File: config.mk
export PLATFORM = sky130hd
export DESIGN_NAME = rmq_div_cell
export DESIGN_NICKNAME = d
export VERILOG_FILES = /design/src/hdl/rotation_matrix_to_quaternion_top_assert.svh /design/src/hdl/rmq_pkg.sv /design/src/hdl/rmq_div_cell.sv
export SDC_FILE = /design/constraint.sdc
export NUM_CORES = 1
export LEC_CHECK = 0
export BUFFER_PORTS_ARGS = -buffer_cell sky130_fd_sc_hd__buf_2
export CORE_AREA = 3 3 212 214
export CTS_CLUSTER_SIZE = 40
export DETAILED_ROUTE_END_ITERATION = 8
export DIE_AREA = 0 0 215 217
export GPL_TIMING_DRIVEN = 1
export HOLD_SLACK_MARGIN = 0.12
export SLEW_MARGIN = 20
export SYNTH_ARGS = -nofsm -noshare
export SYNTH_HDL_FRONTEND = slang
export SYNTH_SLANG_ARGS = --single-unit
File: constraint.sdc
create_clock -name clk -period 7.2 [get_ports clk]
set_input_delay 0.36 -clock clk [delete_from_list [all_inputs] [get_ports clk]]
set_output_delay 0.36 -clock clk [all_outputs]
set_load 0.02 [all_outputs]
File: src/hdl/rotation_matrix_to_quaternion_top_assert.svh
// Assertion macros for the quaternion converter
`ifndef ROTATION_MATRIX_TO_QUATERNION_TOP_ASSERT_SVH
`define ROTATION_MATRIX_TO_QUATERNION_TOP_ASSERT_SVH
`ifndef SYNTHESIS
`define RMQ_ASSERT_IMPL(lbl, ante, cons) \
  lbl: assert property (@(posedge clk) disable iff (rst) (ante) |-> (cons)) \
    else $error("rmq assertion failed");
`define RMQ_ASSERT_NEVER(lbl, expr) \
  lbl: assert property (@(posedge clk) disable iff (rst) !(expr)) \
    else $error("rmq forbidden condition");
`else
`define RMQ_ASSERT_IMPL(lbl, ante, cons)
`define RMQ_ASSERT_NEVER(lbl, expr)
`endif
`endif

File: src/hdl/rmq_pkg.sv
package rmq_pkg;

  localparam int FRAC_BITS_DEF = 14;

  typedef enum logic [1:0] {
    BIG_W = 2'd0,
    BIG_X = 2'd1,
    BIG_Y = 2'd2,
    BIG_Z = 2'd3
  } big_t;

  typedef struct packed {
    logic       valid;
    logic       inval;
    logic       tone;
    logic       neg;
    big_t       big;
    logic [2:0] dneg;
  } ctl_t;

endpackage

File: src/hdl/rmq_div_cell.sv
module rmq_div_cell #(
  parameter int DW = 32,
  parameter int RW = 17
) (
  input  logic                clk,
  input  logic                rst,
  input  rmq_pkg::ctl_t       ctl_i,
  input  logic [RW-1:0]       r_i,
  input  logic [2:0][DW-1:0]  num_i,
  input  logic [2:0][RW:0]    rem_i,
  input  logic [2:0][DW-1:0]  quo_i,
  output rmq_pkg::ctl_t       ctl_o,
  output logic [RW-1:0]       r_o,
  output logic [2:0][DW-1:0]  num_o,
  output logic [2:0][RW:0]    rem_o,
  output logic [2:0][DW-1:0]  quo_o
);
  import rmq_pkg::*;

  logic [RW+1:0]      dv;
  logic [2:0][RW+1:0] sh;
  logic [2:0][RW+1:0] df;
  logic [2:0]         ge;

  assign dv = {1'b0, r_i, 1'b0};

  always_comb begin
    for (int i = 0; i < 3; i++) begin
      sh[i] = {rem_i[i], num_i[i][DW-1]};
      df[i] = sh[i] - dv;
      ge[i] = sh[i] >= dv;
    end
  end

  always_ff @(posedge clk) begin
    if (rst) begin
      ctl_o.valid <= 1'b0;
    end else begin
      ctl_o.valid <= ctl_i.valid;
    end
  end

  always_ff @(posedge clk) begin
    ctl_o.inval <= ctl_i.inval;
    ctl_o.tone  <= ctl_i.tone;
    ctl_o.neg   <= ctl_i.neg;
    ctl_o.big   <= ctl_i.big;
    ctl_o.dneg  <= ctl_i.dneg;
    r_o         <= r_i;
    for (int i = 0; i < 3; i++) begin
      num_o[i] <= {num_i[i][DW-2:0], 1'b0};
      rem_o[i] <= ge[i] ? df[i][RW:0] : sh[i][RW:0];
      quo_o[i] <= {quo_i[i][DW-2:0], ge[i]};
    end
  end

endmodule

==> impl_metrics.py <==
metrics = {
    "worst_setup_path": {
        "start_kind": "input port",
        "worstSetupPathType": "in2reg",
        "cp_data_required_time_ns": 7.65,
        "end_kind": "flop",
        "cp_data_arrival_time_ns": 3.70,
        "cp_max_fo": 15,
    },
    "floorplanning": {
        "core_mm2": 0.04308,
        "rows": 76,
        "io_pins": 546,
        "die_y_um": 217,
        "die_w_um": 215,
        "die_area_mm2": 0.04666,
        "start_util_pct": 20.13,
    },
    "cells_and_area": {
        "multiInputGateArea_mm2": 0.003090,
        "design_area_mm2": 0.01557,
        "area_growth_pct": 79.58,
        "final_cells": 2162,
        "final_nets": 1877,
        "register_area_mm2": 0.005385,
        "fillerInstances": 4120,
        "drive_gt1_share_pct": 39.35,
    },
    "yosys": {
        "synth_edf_count": 0,
        "synth_xor_area_share_pct": 2.829,
        "synth_fa_ha_area_share_pct": 8.053,
        "ys_types": 65,
        "yosys.area_share.simple_pct": 8.226,
        "synthesis.area_mm2": 0.008670,
        "synthMuxAreaShare_pct": 4.055,
        "syn_inst": 726,
        "synth_top_family_by_area": "compound AO/OA/AOI/OAI gates",
        "ys_ff_latch": 269,
        "yosysWarnings": 0,
        "synth_ff_type": "dfxtp_1",
        "synthArstFlopShare_pct": 0,
        "synth-compound-area-share_pct": 12.35,
        "seq_area_frac_synth_pct": 62.12,
        "synth.avg_cell_area_um2": 11.94,
    },
    "route": {
        "ant_nets": 0,
        "routed_via_density": 4.128,
        "vias": 8925,
        "firstDrtPassIters": 4,
        "wl_um": 40120,
        "dr.first_iter.drc_count": 308,
        "wl_per_cell_um": 18.56,
        "drc_errors": 0,
    },
    "clock_tree": {
        "clock-sinks": 269,
        "cts_tree": "built",
        "clk_pin_slew_ns": 0.07,
        "clock_path_buffers": 3,
        "root_buffer": "clkbuf_16",
        "cts_buffers": 27,
        "cts.repair.resized": 0,
        "cts_hold_buf": 264,
        "postCtsSetupRepairBufs": 0,
        "htreeDepth": 1,
    },
    "worst_hold_path": {
        "whs_endpoint": "rem_o[17]",
        "hold_class": "in2reg",
        "hp-start": "rem_i[16]",
        "min_path_cells": 3,
    },
    "pwr": {
        "power_density_mw_per_mm2": 248.4,
        "power.leakage_nw": 7.334,
        "peakVddDrop_v": 0.0001810,
    },
    "placement": {
        "place_area_mm2": 0.01205,
        "gp_congestion": 0.8833,
        "post-dp-hpwl_um": 29160,
        "dpl.cell_count": 1841,
        "placement.io_buffers": 539,
    },
    "sta": {
        "min_period_ns": 3.243,
        "timing.fmax_ghz": 0.3083,
        "finalSetupViolCount": 0,
        "hold_violations": 0,
        "fin_crit_sh_pct": 45.05,
        "setup_tns_ns": 0,
        "rsz0062_at_grt": "no",
        "slew_viol_final": 0,
        "worst_pin_slew_ns": 0.7901,
        "slew_headroom_pct": 46.58,
    },
    "outcome": {
        "outcome": "completed",
    },
    "flow_run": {
        "cap_violations": 0,
    },
    "global_route": {
        "grt.total_usage_pct": 16.40,
        "grt-ovfl-total": 0,
        "antenna_found_initial": 11,
        "grt_start_max_net_pins": 18,
        "gr-usage-met2_pct": 30.38,
        "grt_busiest_layer": "met2",
        "use_met1_pct": 16.53,
        "grt_pass1_wl_um": 58710,
        "grt_pass1_vias": 9527,
        "use_met3_pct": 5.208,
    },
}
how the worst max path moves through the flow:
stage | cells after the start | to | startpoint | slack [ns]
after global placement | 9 | rem_o[50] | r_i[7] | 3.93
after detailed placement | 9 | rem_o[50] | r_i[7] | 3.91
after CTS | 10 | rem_o[50] | r_i[11] | 3.95
after floorplan | 10 | rem_o[31] | rem_i[18] | 4.50
after global routing | 10 | rem_o[50] | r_i[0] | 3.77
final | 10 | rem_o[50] | r_i[7] | 3.96
cell usage after synthesis (3+ instances only):
cell type,number,area [µm²]
inv_1,34,127.6
dfxtp_1,269,5385
o211ai_1,5,37.54
nand2b_1,6,37.54
mux2_4,8,120.1
xnor2_1,20,175.2
o21ai_0,22,110.1
a31oi_1,5,31.28
buf_2,3,15.01
mux2_2,17,191.4
nor3_1,14,70.07
nor2b_1,6,37.54
clkbuf_1,5,18.77
nor3b_1,4,30.03
o21bai_1,3,22.52
nand2_1,24,90.09
o31ai_1,4,30.03
a211o_1,3,26.28
fa_1,3,60.06
mux2i_1,4,40.04
a21o_1,8,60.06
ha_1,51,638.1
buf_4,3,22.52
nand4_1,6,37.54
xor2_1,8,70.07
o31a_1,7,61.31
o21a_1,14,105.1
a211oi_1,8,60.06
nor2_1,42,157.7
or3_1,7,43.79
nand3b_1,6,45.04
and3_1,4,25.02
o22ai_1,3,18.77
nand4b_1,3,26.28
nand3_1,7,35.03
a21oi_1,54,270.3
metal layers:
metal / up-vias / share of wire, %
met5: - / 0.032
met4: 2 / 5.4
met3: 91 / 7.6
met2: 408 / 51
met1: 4210 / 36
li1: 4214 / -
registers in the layout, summed over array words and instances, names as in the netlist:
name   cells
ctl_o      9
rem_o     54
quo_o     96
r_o       17
num_o     93
report_power, final:
| part | total [mW] | internal (mW) | switching [mW] |
|---|---|---|---|
| registers | 1.65 | 1.61 | 0.0342 |
| clock network | 1.38 | 0.769 | 0.611 |
| logic | 0.840 | 0.372 | 0.468 |
metrics by stage:
stage	utilization [%]	hold slack (ns)	worst slack (ns)	total power, mW
4_1_cts	36.09	0.1388	3.947	3.902
5_1_grt	36.12	0.1843	3.770	4.036
3_3_place_gp	27.97	0.4627	3.934	2.388
3_5_place_dp	27.97	0.4636	3.906	2.392
2_1_floorplan	-	0.3877	4.497	2.098
6_report	36.14	0.1684	3.957	3.868
logic make-up after synthesis:
kind of cell	count (synthesis)
AOI/OAI and AO/OA	159
xor gates and xnor gates	28
adders and majority gates	54
buffers and inverters	47
DFF	269
muxes	29
other	1
and+or+nand+nor	139
critical path, stage by stage:
cell and delay, ns:
dlygate4sd3_1 0.53, buf_2 0.13, inv_1 0.28, ha_1 0.38, nand4_1 0.18, nor4_1 0.07
a2111oi_0 0.66, o221ai_2 0.48, buf_4 0.33, mux2_2 0.28
placed cells by master, fill, tap and decap left out, types with 8 or more instances in the layout:
cell / count
buf_2: 539
dfxtp_1: 269
dlygate4sd3_1: 264
a21oi_1: 54
ha_1: 51
nor2_1: 42
inv_1: 34
clkbuf_16: 27
nand2_1: 24
o21ai_0: 22
xnor2_1: 20
mux2_2: 17
o21a_1: 14
nor3_1: 14
diode_2: 9
a211oi_1: 8
xor2_1: 8
a21o_1: 8
mux2_4: 8
clkinv_2: 8
final cells by class:
cell class | instances | area share (%)
sequential | 269 | 34.59
clock buffer | 32 | 4.460
multi-input combinational | 412 | 19.85
tap | 585 | 4.701
inverter | 35 | 0.8599
timing repair buffer | 804 | 34.35
antenna | 9 | 0.1447
clock inverter | 16 | 1.045
(Power assumes the default switching activity.)
