## config.mk

```make
export PLATFORM = sky130hd
export DESIGN_NAME = rmq_sqrt_cell
export DESIGN_NICKNAME = d
export VERILOG_FILES = /design/src/hdl/rotation_matrix_to_quaternion_top_assert.svh /design/src/hdl/rmq_pkg.sv /design/src/hdl/rmq_sqrt_cell.sv
export SDC_FILE = /design/constraint.sdc
export NUM_CORES = 1
export LEC_CHECK = 0
export BUFFER_PORTS_ARGS = -buffer_cell sky130_fd_sc_hd__buf_2
export CAP_MARGIN = 20
export CORE_AREA = 2 2 100 102
export DETAILED_ROUTE_END_ITERATION = 16
export DIE_AREA = 0 0 102 104
export PLACE_DENSITY_LB_ADDON = 0.12
export SLEW_MARGIN = 40
export SYNTH_ARGS = -nofsm -noshare
export SYNTH_HDL_FRONTEND = slang
export SYNTH_SLANG_ARGS = --single-unit
```

## constraint.sdc

```tcl
create_clock -name clk -period 6.27 [get_ports clk]
set_input_delay 0.627 -clock clk [delete_from_list [all_inputs] [get_ports clk]]
set_output_delay 0.627 -clock clk [all_outputs]
set_load 0.02 [all_outputs]
```

## src/hdl/rotation_matrix_to_quaternion_top_assert.svh

```systemverilog
// Assertion macros for the quaternion converter
`ifndef ROTATION_MATRIX_TO_QUATERNION_TOP_ASSERT_SVH
`define ROTATION_MATRIX_TO_QUATERNION_TOP_ASSERT_SVH
`ifndef SYNTHESIS
`define RMQ_ASSERT_IMPL(lbl, ante, cons) \
  lbl: assert property (@(posedge clk) disable iff (rst) (ante) |-> (cons)) \
    else $error("rmq assertion failed");
`define RMQ_ASSERT_NEVER(lbl, expr) \
  lbl: assert property (@(posedge clk) disable iff (rst) !(expr)) \
    else $error("rmq forbidden condition");
`else
`define RMQ_ASSERT_IMPL(lbl, ante, cons)
`define RMQ_ASSERT_NEVER(lbl, expr)
`endif
`endif

```

## src/hdl/rmq_pkg.sv

```systemverilog
package rmq_pkg;

  localparam int FRAC_BITS_DEF = 14;

  typedef enum logic [1:0] {
    BIG_W = 2'd0,
    BIG_X = 2'd1,
    BIG_Y = 2'd2,
    BIG_Z = 2'd3
  } big_t;

  typedef struct packed {
    logic       valid;
    logic       inval;
    logic       tone;
    logic       neg;
    big_t       big;
    logic [2:0] dneg;
  } ctl_t;

endpackage

```

## src/hdl/rmq_sqrt_cell.sv

```systemverilog
module rmq_sqrt_cell #(
  parameter int NW = 34,
  parameter int RW = 17
) (
  input  logic                clk,
  input  logic                rst,
  input  rmq_pkg::ctl_t       ctl_i,
  input  logic [NW-1:0]       rad_i,
  input  logic [RW:0]         rem_i,
  input  logic [RW-1:0]       root_i,
  input  logic [2:0][16:0]    mag_i,
  output rmq_pkg::ctl_t       ctl_o,
  output logic [NW-1:0]       rad_o,
  output logic [RW:0]         rem_o,
  output logic [RW-1:0]       root_o,
  output logic [2:0][16:0]    mag_o
);
  import rmq_pkg::*;

  logic [RW+2:0] sh;
  logic [RW+2:0] trial;
  logic [RW+2:0] diff;
  logic          ge;

  assign sh    = {rem_i, rad_i[NW-1:NW-2]};
  assign trial = {1'b0, root_i, 2'b01};
  assign diff  = sh - trial;
  assign ge    = sh >= trial;

  always_ff @(posedge clk) begin
    if (rst) begin
      ctl_o.valid <= 1'b0;
    end else begin
      ctl_o.valid <= ctl_i.valid;
    end
  end

  always_ff @(posedge clk) begin
    ctl_o.inval <= ctl_i.inval;
    ctl_o.tone  <= ctl_i.tone;
    ctl_o.neg   <= ctl_i.neg;
    ctl_o.big   <= ctl_i.big;
    ctl_o.dneg  <= ctl_i.dneg;
    rad_o       <= {rad_i[NW-3:0], 2'b00};
    rem_o       <= ge ? diff[RW:0] : sh[RW:0];
    root_o      <= {root_i[RW-2:0], ge};
    mag_o       <= mag_i;
  end

endmodule

```

==> results.json, run 1 <==
{
  "status": "completed",
  "path_class": "in -> reg",
  "finalCriticalPeriod_ps": 2240,
  "layout-drive-gt1-share_pct": 53.4,
  "pin_count": 260,
  "critPathLaunchType": "input pin",
  "synth_xor_area_share_pct": 2.70,
  "p_sw_w": 0.000553,
  "place.port_buffers": 257,
  "htreeDepth": 4,
  "clkTransAtPathRegs_ps": 60,
  "synth_ff_type": "dfxtp_1",
  "yosysWarnings": 0,
  "crit_chain": "buf_2 -> inv_1 -> ha_1 -> nand2b_2 -> a211oi_4 -> o21ai_2 -> a211o_1 -> nand3_4 -> mux2_2",
  "period_share_pct": 35.8,
  "synthTopCellsByArea": "dfxtp_1 65%, ha_1 6.1%, mux2_2 2.9%",
  "synth.avg_cell_area_sq_um": 12.7,
  "path_max_fanout": 19,
  "first_iter_violations": 81,
  "synth_fa_ha_area_share_pct": 6.11,
  "tns_ps": 0,
  "fin_nets": 728,
  "post_cts_resized": 0,
  "core_sq_um": 9550,
  "first_pass_iters": 4,
  "ys_seq_area_share_pct": 65.3,
  "hold_path_class": "in -> reg",
  "cts_buffer_depth": 2,
  "grt_overflow": 0,
  "cp_slowest_cell": "mux2_2",
  "critPathBufInv": 2,
  "seq_power_share_pct": 40.1,
  "grt_max_degree": 20,
  "comb_power_share_pct": 14.8,
  "cts_inserted_buffers": 17,
  "antenna_found_initial": 0,
  "synth.largest_area_cell": "dfxtp_1",
  "wl_per_cell_um": 14.5,
  "ys_seq_elements": 127,
  "ir_worst_vdd_mv": 0.193,
  "synth_cell_types": 52,
  "yosysMostFrequentCell": "dfxtp_1",
  "wl_mm": 10.5,
  "syn-cell-area_sq_um": 3890,
  "setup_violations": 0,
  "postSynth.asyncResetShare_pct": 0,
  "synth_compound_area_share_pct": 8.94,
  "diodes": 0,
  "internal_power_w": 0.00164,
  "drv_cap": 0,
  "postRouteAntennaNets": 0,
  "dieArea_sq_um": 10600,
  "netlist.area_leader.share_pct": 65.3,
  "die_h_um": 104,
  "dp_hpwl_mm": 8.40,
  "rsz0062_at_grt": "false",
  "die-width_um": 102,
  "yosys-top-cells-count": "127 x dfxtp_1, 23 x inv_1, 19 x ha_1",
  "cts_setup_buffers": 0,
  "grt.total_usage_pct": 20.0,
  "crit_arrival_ps": 2650,
  "cts_tree": "done",
  "synth-edff-count": 0,
  "leakage_nw": 3.01,
  "p_sw_share_pct": 25.2,
  "drc_errors": 0,
  "first_global_vias": 3224,
  "cts_hold_buf": 0,
  "root_buffer": "clkbuf_8",
  "crit_path_end_kind": "flip-flop",
  "worstPathRequired_ps": 6670,
  "powerDensity_nw_per_um2": 372,
  "max_stage_delay_ps": 380,
  "fp-row-count": 36,
  "start_util_pct": 40.7,
  "worst_slack_ps": 4030,
  "cts.sinks": 127,
  "syn_inst": 306,
  "critPathTopFamily": "compound AO/OA/AOI/OAI gates",
  "synthToLayoutAreaGrowth_pct": 51.7,
  "grt_pass1_wl_mm": 15.8,
  "place_ws_ps": 3490,
  "num_vias": 3214,
  "hold_viol_final": 0,
  "post_synth_and_or_nand_nor_area_fraction_pct": 7.81,
  "muxShareOfSynthArea_pct": 5.47,
  "drv_slew": 0,
  "gp_congestion": 0.806,
  "fmax_ghz": 0.445,
  "via_per_inst": 4.45,
  "synth_top_family_by_area": "compound AO/OA/AOI/OAI gates",
  "clockPowerShare_pct": 45.1
}
==> cells in the final DEF (no fill, tap or decap), types with 9 or more instances in the layout <==
master / netlist / final
buf_2: 1 / 257
dfxtp_1: 127 / 127
ha_1: 19 / 19
o21ai_0: 10 / 10
a21oi_1: 9 / 9
nand2_1: 13 / 13
mux2_2: 10 / 10
clkbuf_16: 0 / 16
nor2_1: 12 / 12
inv_1: 23 / 23
==> per-layer routing <==
metal | wire length, um | track usage (%) | vias up
met4 | 293 | 11.3 | 0
met1 | 3970 | 20.8 | 1439
met5 | 0 | 0 | -
met3 | 989 | 7.86 | 24
met2 | 5250 | 33.7 | 158
li1 | - | - | 1593
==> power groups by stage <==
stage               sequential [W]  combinational [W]  clock (W)
floorplan                 0.000982           0.000122          0
global placement          0.000899           0.000325          0
detailed placement        0.000899           0.000328          0
CTS                       0.000882           0.000329    0.00101
global route              0.000888           0.000354    0.00105
finish                    0.000882           0.000325   0.000990
==> cell type report <==
type,instances,area [sq um]
clock buffer,20,455
timing repair buffer,257,1290
multi-input combinational,152,1210
inverter,23,86.3
fill,864,3650
tap,133,166
clock inverter,11,151
sequential,127,2540
==> state kept, by name, indices dropped and copies added, names as in the netlist <==
| register | flops |
|---|---|
| ctl_o | 9 |
| mag_o | 51 |
| rad_o | 32 |
| rem_o | 18 |
| root_o | 17 |
==> through the flow <==
stage	area (sq um)	hold WS [ps]	total power [W]	utilization, %	instances
floorplan	3890	655	0.00110	-	307
global placement	5300	729	0.00122	55.5	692
detailed placement	5300	731	0.00123	55.5	692
CTS	5900	178	0.00223	61.8	723
global route	5900	176	0.00230	61.8	723
finish	5900	209	0.00220	61.8	723
==> path summary, 6_finish.rpt <==
path / startpoint / to / depth (start not counted)
worst max-delay path: rad_i[32] / rem_o[5] / 9
worst min-delay path: mag_i[9] / mag_o[9] / 1
==> cell families (layout without fill, tap and decap cells) <==
logic type / count (synthesis) / count (layout)
flops: 127 / 127
compound gates: 47 / 47
buf+inv: 28 / 311
other cells: 1 / 2
simple gates: 54 / 54
xor+xnor: 12 / 12
fa+ha+maj: 19 / 19
mux: 18 / 18
(Power assumes the default switching activity.)
==> run 2, diff against run 1 <==
--- a/config.mk
+++ b/config.mk
@@ -7,9 +7,9 @@
 export LEC_CHECK = 0
 export BUFFER_PORTS_ARGS = -buffer_cell sky130_fd_sc_hd__buf_2
 export CAP_MARGIN = 20
-export CORE_AREA = 2 2 100 102
+export CORE_MARGIN = 1.5
+export CORE_UTILIZATION = 37
 export DETAILED_ROUTE_END_ITERATION = 16
-export DIE_AREA = 0 0 102 104
 export PLACE_DENSITY_LB_ADDON = 0.12
 export SLEW_MARGIN = 40
 export SYNTH_ARGS = -nofsm -noshare
==> constraint.sdc (replaced) <==
create_clock -name clk -period 1.8 [get_ports clk]
set_input_delay 0.18 -clock clk [delete_from_list [all_inputs] [get_ports clk]]
set_output_delay 0.18 -clock clk [all_outputs]
set_load 0.02 [all_outputs]
==> run 2 against run 1 <==
Total power grew to 3.4 times the previous value. Via count is 23% higher. Sequential power rose to 3.5 times the previous value. Worst setup slack got worse by 3800 ps. Critical path depth is 1 higher. Global-route usage rose by 4.6 points. Die area grew 5.0%. Sequential cell count stayed put. Cell count up 25%. First-iteration DRC count grew 56%. Critical path type unchanged.
==> results.json, run 2 (synthesized netlist as in run 1, its figures left out) <==
{
  "synthToLayoutAreaGrowth_pct": 95.7,
  "path_max_fanout": 8,
  "pin_count": 260,
  "wl_per_cell_um": 15.1,
  "worstPathRequired_ps": 2200,
  "antenna_found_initial": 0,
  "crit_arrival_ps": 2000,
  "final_common_cell": "buf_2",
  "fin_area_sq_um": 7610,
  "hold_viol_final": 0,
  "hold-worst-slack_ps": 32.9,
  "wl_mm": 13.6,
  "clkTransAtPathRegs_ps": 60,
  "first_pass_iters": 6,
  "start_util_pct": 37.9,
  "hold_path_class": "in -> reg",
  "total_power_w": 0.00756,
  "first_iter_violations": 126,
  "die-width_um": 106,
  "status": "completed",
  "period_share_pct": 89.0,
  "cts.sinks": 127,
  "largest_register_ffs": 51,
  "finalCriticalPeriod_ps": 1600,
  "ir_worst_vdd_mv": 0.628,
  "via_per_inst": 4.38,
  "rsz0062_at_grt": "false",
  "cts_tree": "done",
  "leakage_nw": 3.78,
  "startpoint": "root_i[0]",
  "num_vias": 3961,
  "min_from": "rem_i[9]",
  "placed_area_sq_um": 5900,
  "place.port_buffers": 257,
  "fmax_ghz": 0.624,
  "grt_pass1_wl_mm": 20.7,
  "fin_nets": 909,
  "first_global_vias": 4190,
  "gp_congestion": 0.812,
  "critPathLaunchType": "input pin",
  "diodes": 0,
  "powerDensity_nw_per_um2": 993,
  "layout_common_cells": "257 x buf_2, 127 x dfxtp_1, 121 x dlygate4sd3_1",
  "worst_slack_ps": 199,
  "cts_buffer_depth": 2,
  "fp-row-count": 37,
  "place_ws_ps": -336,
  "placedCellCount": 755,
  "dieArea_sq_um": 11100,
  "drv_cap": 0,
  "die_h_um": 106,
  "postRouteAntennaNets": 0,
  "layout-drive-gt1-share_pct": 50.3,
  "instances_no_fill": 905,
  "grt_overflow": 0,
  "regMostFlops": "mag_o",
  "cts_inserted_buffers": 17,
  "grt.total_usage_pct": 24.6,
  "reg.largest.list": "mag_o x51, rad_o x32, rem_o x18",
  "setup_violations": 0,
  "drv_slew": 0,
  "core_sq_um": 10300,
  "root_buffer": "clkbuf_8",
  "htreeDepth": 4,
  "dp_hpwl_mm": 8.57,
  "drc_errors": 0,
  "grt_max_degree": 17,
  "cts_setup_buffers": 0,
  "crit_path_end_kind": "flip-flop",
  "path_class": "in -> reg"
}
[run 2: cell count changes in the layout (fill, tap and decap cells not counted), moves of 3 or more]
cell / previous run / this run
buf_4: 0 / 58
dlygate4sd3_1: 0 / 121
ha_1: 19 / 10
ha_4: 0 / 8
inv_1: 23 / 20
bufinv_16: 3 / 0
clkinv_2: 2 / 6
inv_6: 4 / 1
[run 2: critical path: stages]
cell	delay, ps
buf_2	170
inv_12	30
ha_4	270
nand2b_4	60
a211oi_4	260
o21ai_2	80
a211o_1	350
nand3_4	140
buf_12	130
mux2_2	330
[run 2: per-stage QoR]
step	setup TNS, ps	util [%]
after detailed placement	-5210	57.5
after global placement	-4670	57.5
after CTS	0	74.1
final	0	74.1
after floorplan	-1180	-
after global routing	0	74.1
[run 2: path summary, 6_finish.rpt]
kind / to / slack (ps) / cells past startpoint
max: rem_o[4] / 200 / 10
min: rem_o[11] / 30 / 3
[run 2: layer usage]
| metal | up-vias | track usage [%] | routed length (um) |
|---|---|---|---|
| li1 | 1955 | - | - |
| met1 | 1812 | 24.7 | 5180 |
| met2 | 162 | 46.0 | 7190 |
| met3 | 32 | 8.23 | 889 |
| met4 | 0 | 10.4 | 369 |
| met5 | - | 0 | 0 |
[run 2: final cells by class]
type	instances	area, sq um
Clock buffer	18	428
Timing Repair Buffer	438	2970
Sequential cell	127	2540
Fill cell	708	2660
Tap cell	136	170
Clock inverter	11	71.3
Inverter	23	98.8
Multi-Input combinational cell	152	1330
[run 2: report_power, final]
group	internal, W	switching, W
logic	0.000800	0.000773
registers	0.00303	0.0000576
clock network	0.00169	0.00121
total	0.00552	0.00204
[run 2: what timing repair did]
item,CTS,global route
endpoints found under the hold margin,120,0
resized for setup,0,0
hold buffers,121,0
setup endpoints to repair,0,0
==> run 3, diff against run 2 <==
==> constraint.sdc (replaced) <==
create_clock -name clk -period 1.8 [get_ports clk]
set_input_delay 0.09 -clock clk [delete_from_list [all_inputs] [get_ports clk]]
set_output_delay 0.09 -clock clk [all_outputs]
set_load 0.02 [all_outputs]
==> run 3 against run 2 <==
Non-clock buffer count grew 1. Combinational power hardly changed. Clock power is 19% higher. Core utilization increased by 1.3 points. Count of clock-buffer cells in the layout is 3 higher. Cell area increased by 1.8%. Worst setup slack got worse by 160 ps. Cell count is 0.44% higher. Hold slack gained 68 ps. First-iteration DRC count down 34%.
==> results.json, run 3 (synthesized netlist as in run 1, its figures left out) <==
{
  "critPathLaunchType": "input pin",
  "clkTransAtPathRegs_ps": 60,
  "cts.sinks": 127,
  "hold_path_class": "in -> reg",
  "cts_setup_buffers": 0,
  "internal_power_w": 0.00603,
  "seq_power_share_pct": 37.9,
  "wl_mm": 13.6,
  "die_h_um": 106,
  "powerDensity_nw_per_um2": 1050,
  "postRouteAntennaNets": 0,
  "htreeDepth": 4,
  "grt_overflow": 0,
  "ir_worst_vdd_mv": 0.587,
  "final_core_util_pct": 75.4,
  "die-width_um": 106,
  "worstPathRequired_ps": 2190,
  "cts_buffer_depth": 2,
  "core_sq_um": 10300,
  "regMostFlops": "mag_o",
  "antenna_found_initial": 0,
  "hold_viol_final": 0,
  "worst_slack_ps": 39.1,
  "total_power_w": 0.00812,
  "first_pass_iters": 4,
  "pin_count": 260,
  "gp_congestion": 0.821,
  "drv_slew": 0,
  "path_max_fanout": 3,
  "dp_hpwl_mm": 8.57,
  "start_util_pct": 37.9,
  "layout_common_cells": "257 x buf_2, 127 x dfxtp_1, 126 x dlygate4sd3_1",
  "crit_arrival_ps": 2150,
  "comb_power_share_pct": 19.4,
  "path_class": "in -> reg",
  "finalCriticalPeriod_ps": 1760,
  "drv_cap": 0,
  "status": "completed",
  "placed_area_sq_um": 5840,
  "synthToLayoutAreaGrowth_pct": 99.1,
  "drc_errors": 0,
  "rsz0062_at_grt": "false",
  "root_buffer": "clkbuf_8",
  "holdPathStages": 4,
  "p_sw_share_pct": 25.7,
  "leakage_nw": 3.82,
  "grt.total_usage_pct": 24.7,
  "reg.largest.list": "mag_o x51, rad_o x32, rem_o x18",
  "first_iter_violations": 83,
  "grt_pass1_wl_mm": 21.0,
  "place_ws_ps": -273,
  "clockPowerShare_pct": 42.7,
  "wl_per_cell_um": 15.0,
  "fin_nets": 910,
  "largest_register_ffs": 51,
  "diodes": 0,
  "fp-row-count": 37,
  "first_global_vias": 4178,
  "setup_violations": 0,
  "period_share_pct": 97.8,
  "p_sw_w": 0.00209,
  "place.port_buffers": 257,
  "dieArea_sq_um": 11100,
  "grt_max_degree": 17,
  "fmax_ghz": 0.568,
  "fillers": 714,
  "cts_tree": "done",
  "cts_inserted_buffers": 17,
  "crit_path_end_kind": "flip-flop",
  "layout-drive-gt1-share_pct": 49.9,
  "via_per_inst": 4.42,
  "fin_area_sq_um": 7750,
  "num_vias": 4016,
  "final_common_cell": "buf_2"
}
run 3: cell types whose count changed in the layout (fill, tap and decap cells not counted), sizes merged, moves of 3 or more:
| cell | previous run | this run |
|---|---|---|
| bufinv | 0 | 3 |
| clkinv | 8 | 1 |
| buf | 317 | 312 |
| dlygate4sd3 | 121 | 126 |
| clkbuf | 18 | 22 |
| inv | 24 | 27 |
run 3: layer usage:
layer  GRT usage (%)  wire length [um]
met2            46.6              7410
met1            25.0              5090
met5               0                 0
met3            7.36               821
met4            10.9               326
run 3: path summary, 6_finish.rpt:
| path | startpoint | endpoint |
|---|---|---|
| max | rem_i[14] | rem_o[3] |
| min | rad_i[33] | rem_o[3] |
run 3: power groups by stage:
stage	clock [W]	combinational, W	sequential (W)
floorplan	0	0.000457	0.00342
CTS	0.00351	0.00155	0.00308
global route	0.00367	0.00168	0.00310
finish	0.00347	0.00157	0.00308
detailed placement	0	0.00133	0.00313
global placement	0	0.00131	0.00313
run 3: worst max-delay path, stage by stage:
cell and delay (ps):
dlygate4sd3_1 540, buf_2 150, ha_4 260, nand4b_1 160
a211o_1 360, nand3_4 130, buf_4 140, mux2_2 320
run 3: what timing repair did:
action                                 in CTS  in global routing
setup endpoints to repair                   0                 17
hold buffers                              126                  0
endpoints found under the hold margin     124                  0
gates resized for setup                     0                  3
run 3: cell type report:
class / count / area, sq um / share of cell area [%]
clock buffer: 21 / 449 / 5.80
clock inverter: 11 / 153 / 1.97
inverter: 23 / 98.8 / 1.28
multi-input combinational: 152 / 1340 / 17.3
sequential: 127 / 2540 / 32.8
tap: 136 / 170 / 2.20
timing repair buffer: 439 / 3000 / 38.7
run 3: metrics by stage:
stage,hold slack (ps),setup TNS (ps),std cells
finish,101,0,909
global route,83.8,0,909
CTS,71.8,0,908
detailed placement,194,-3980,750
global placement,192,-3410,750
floorplan,118,-258,307
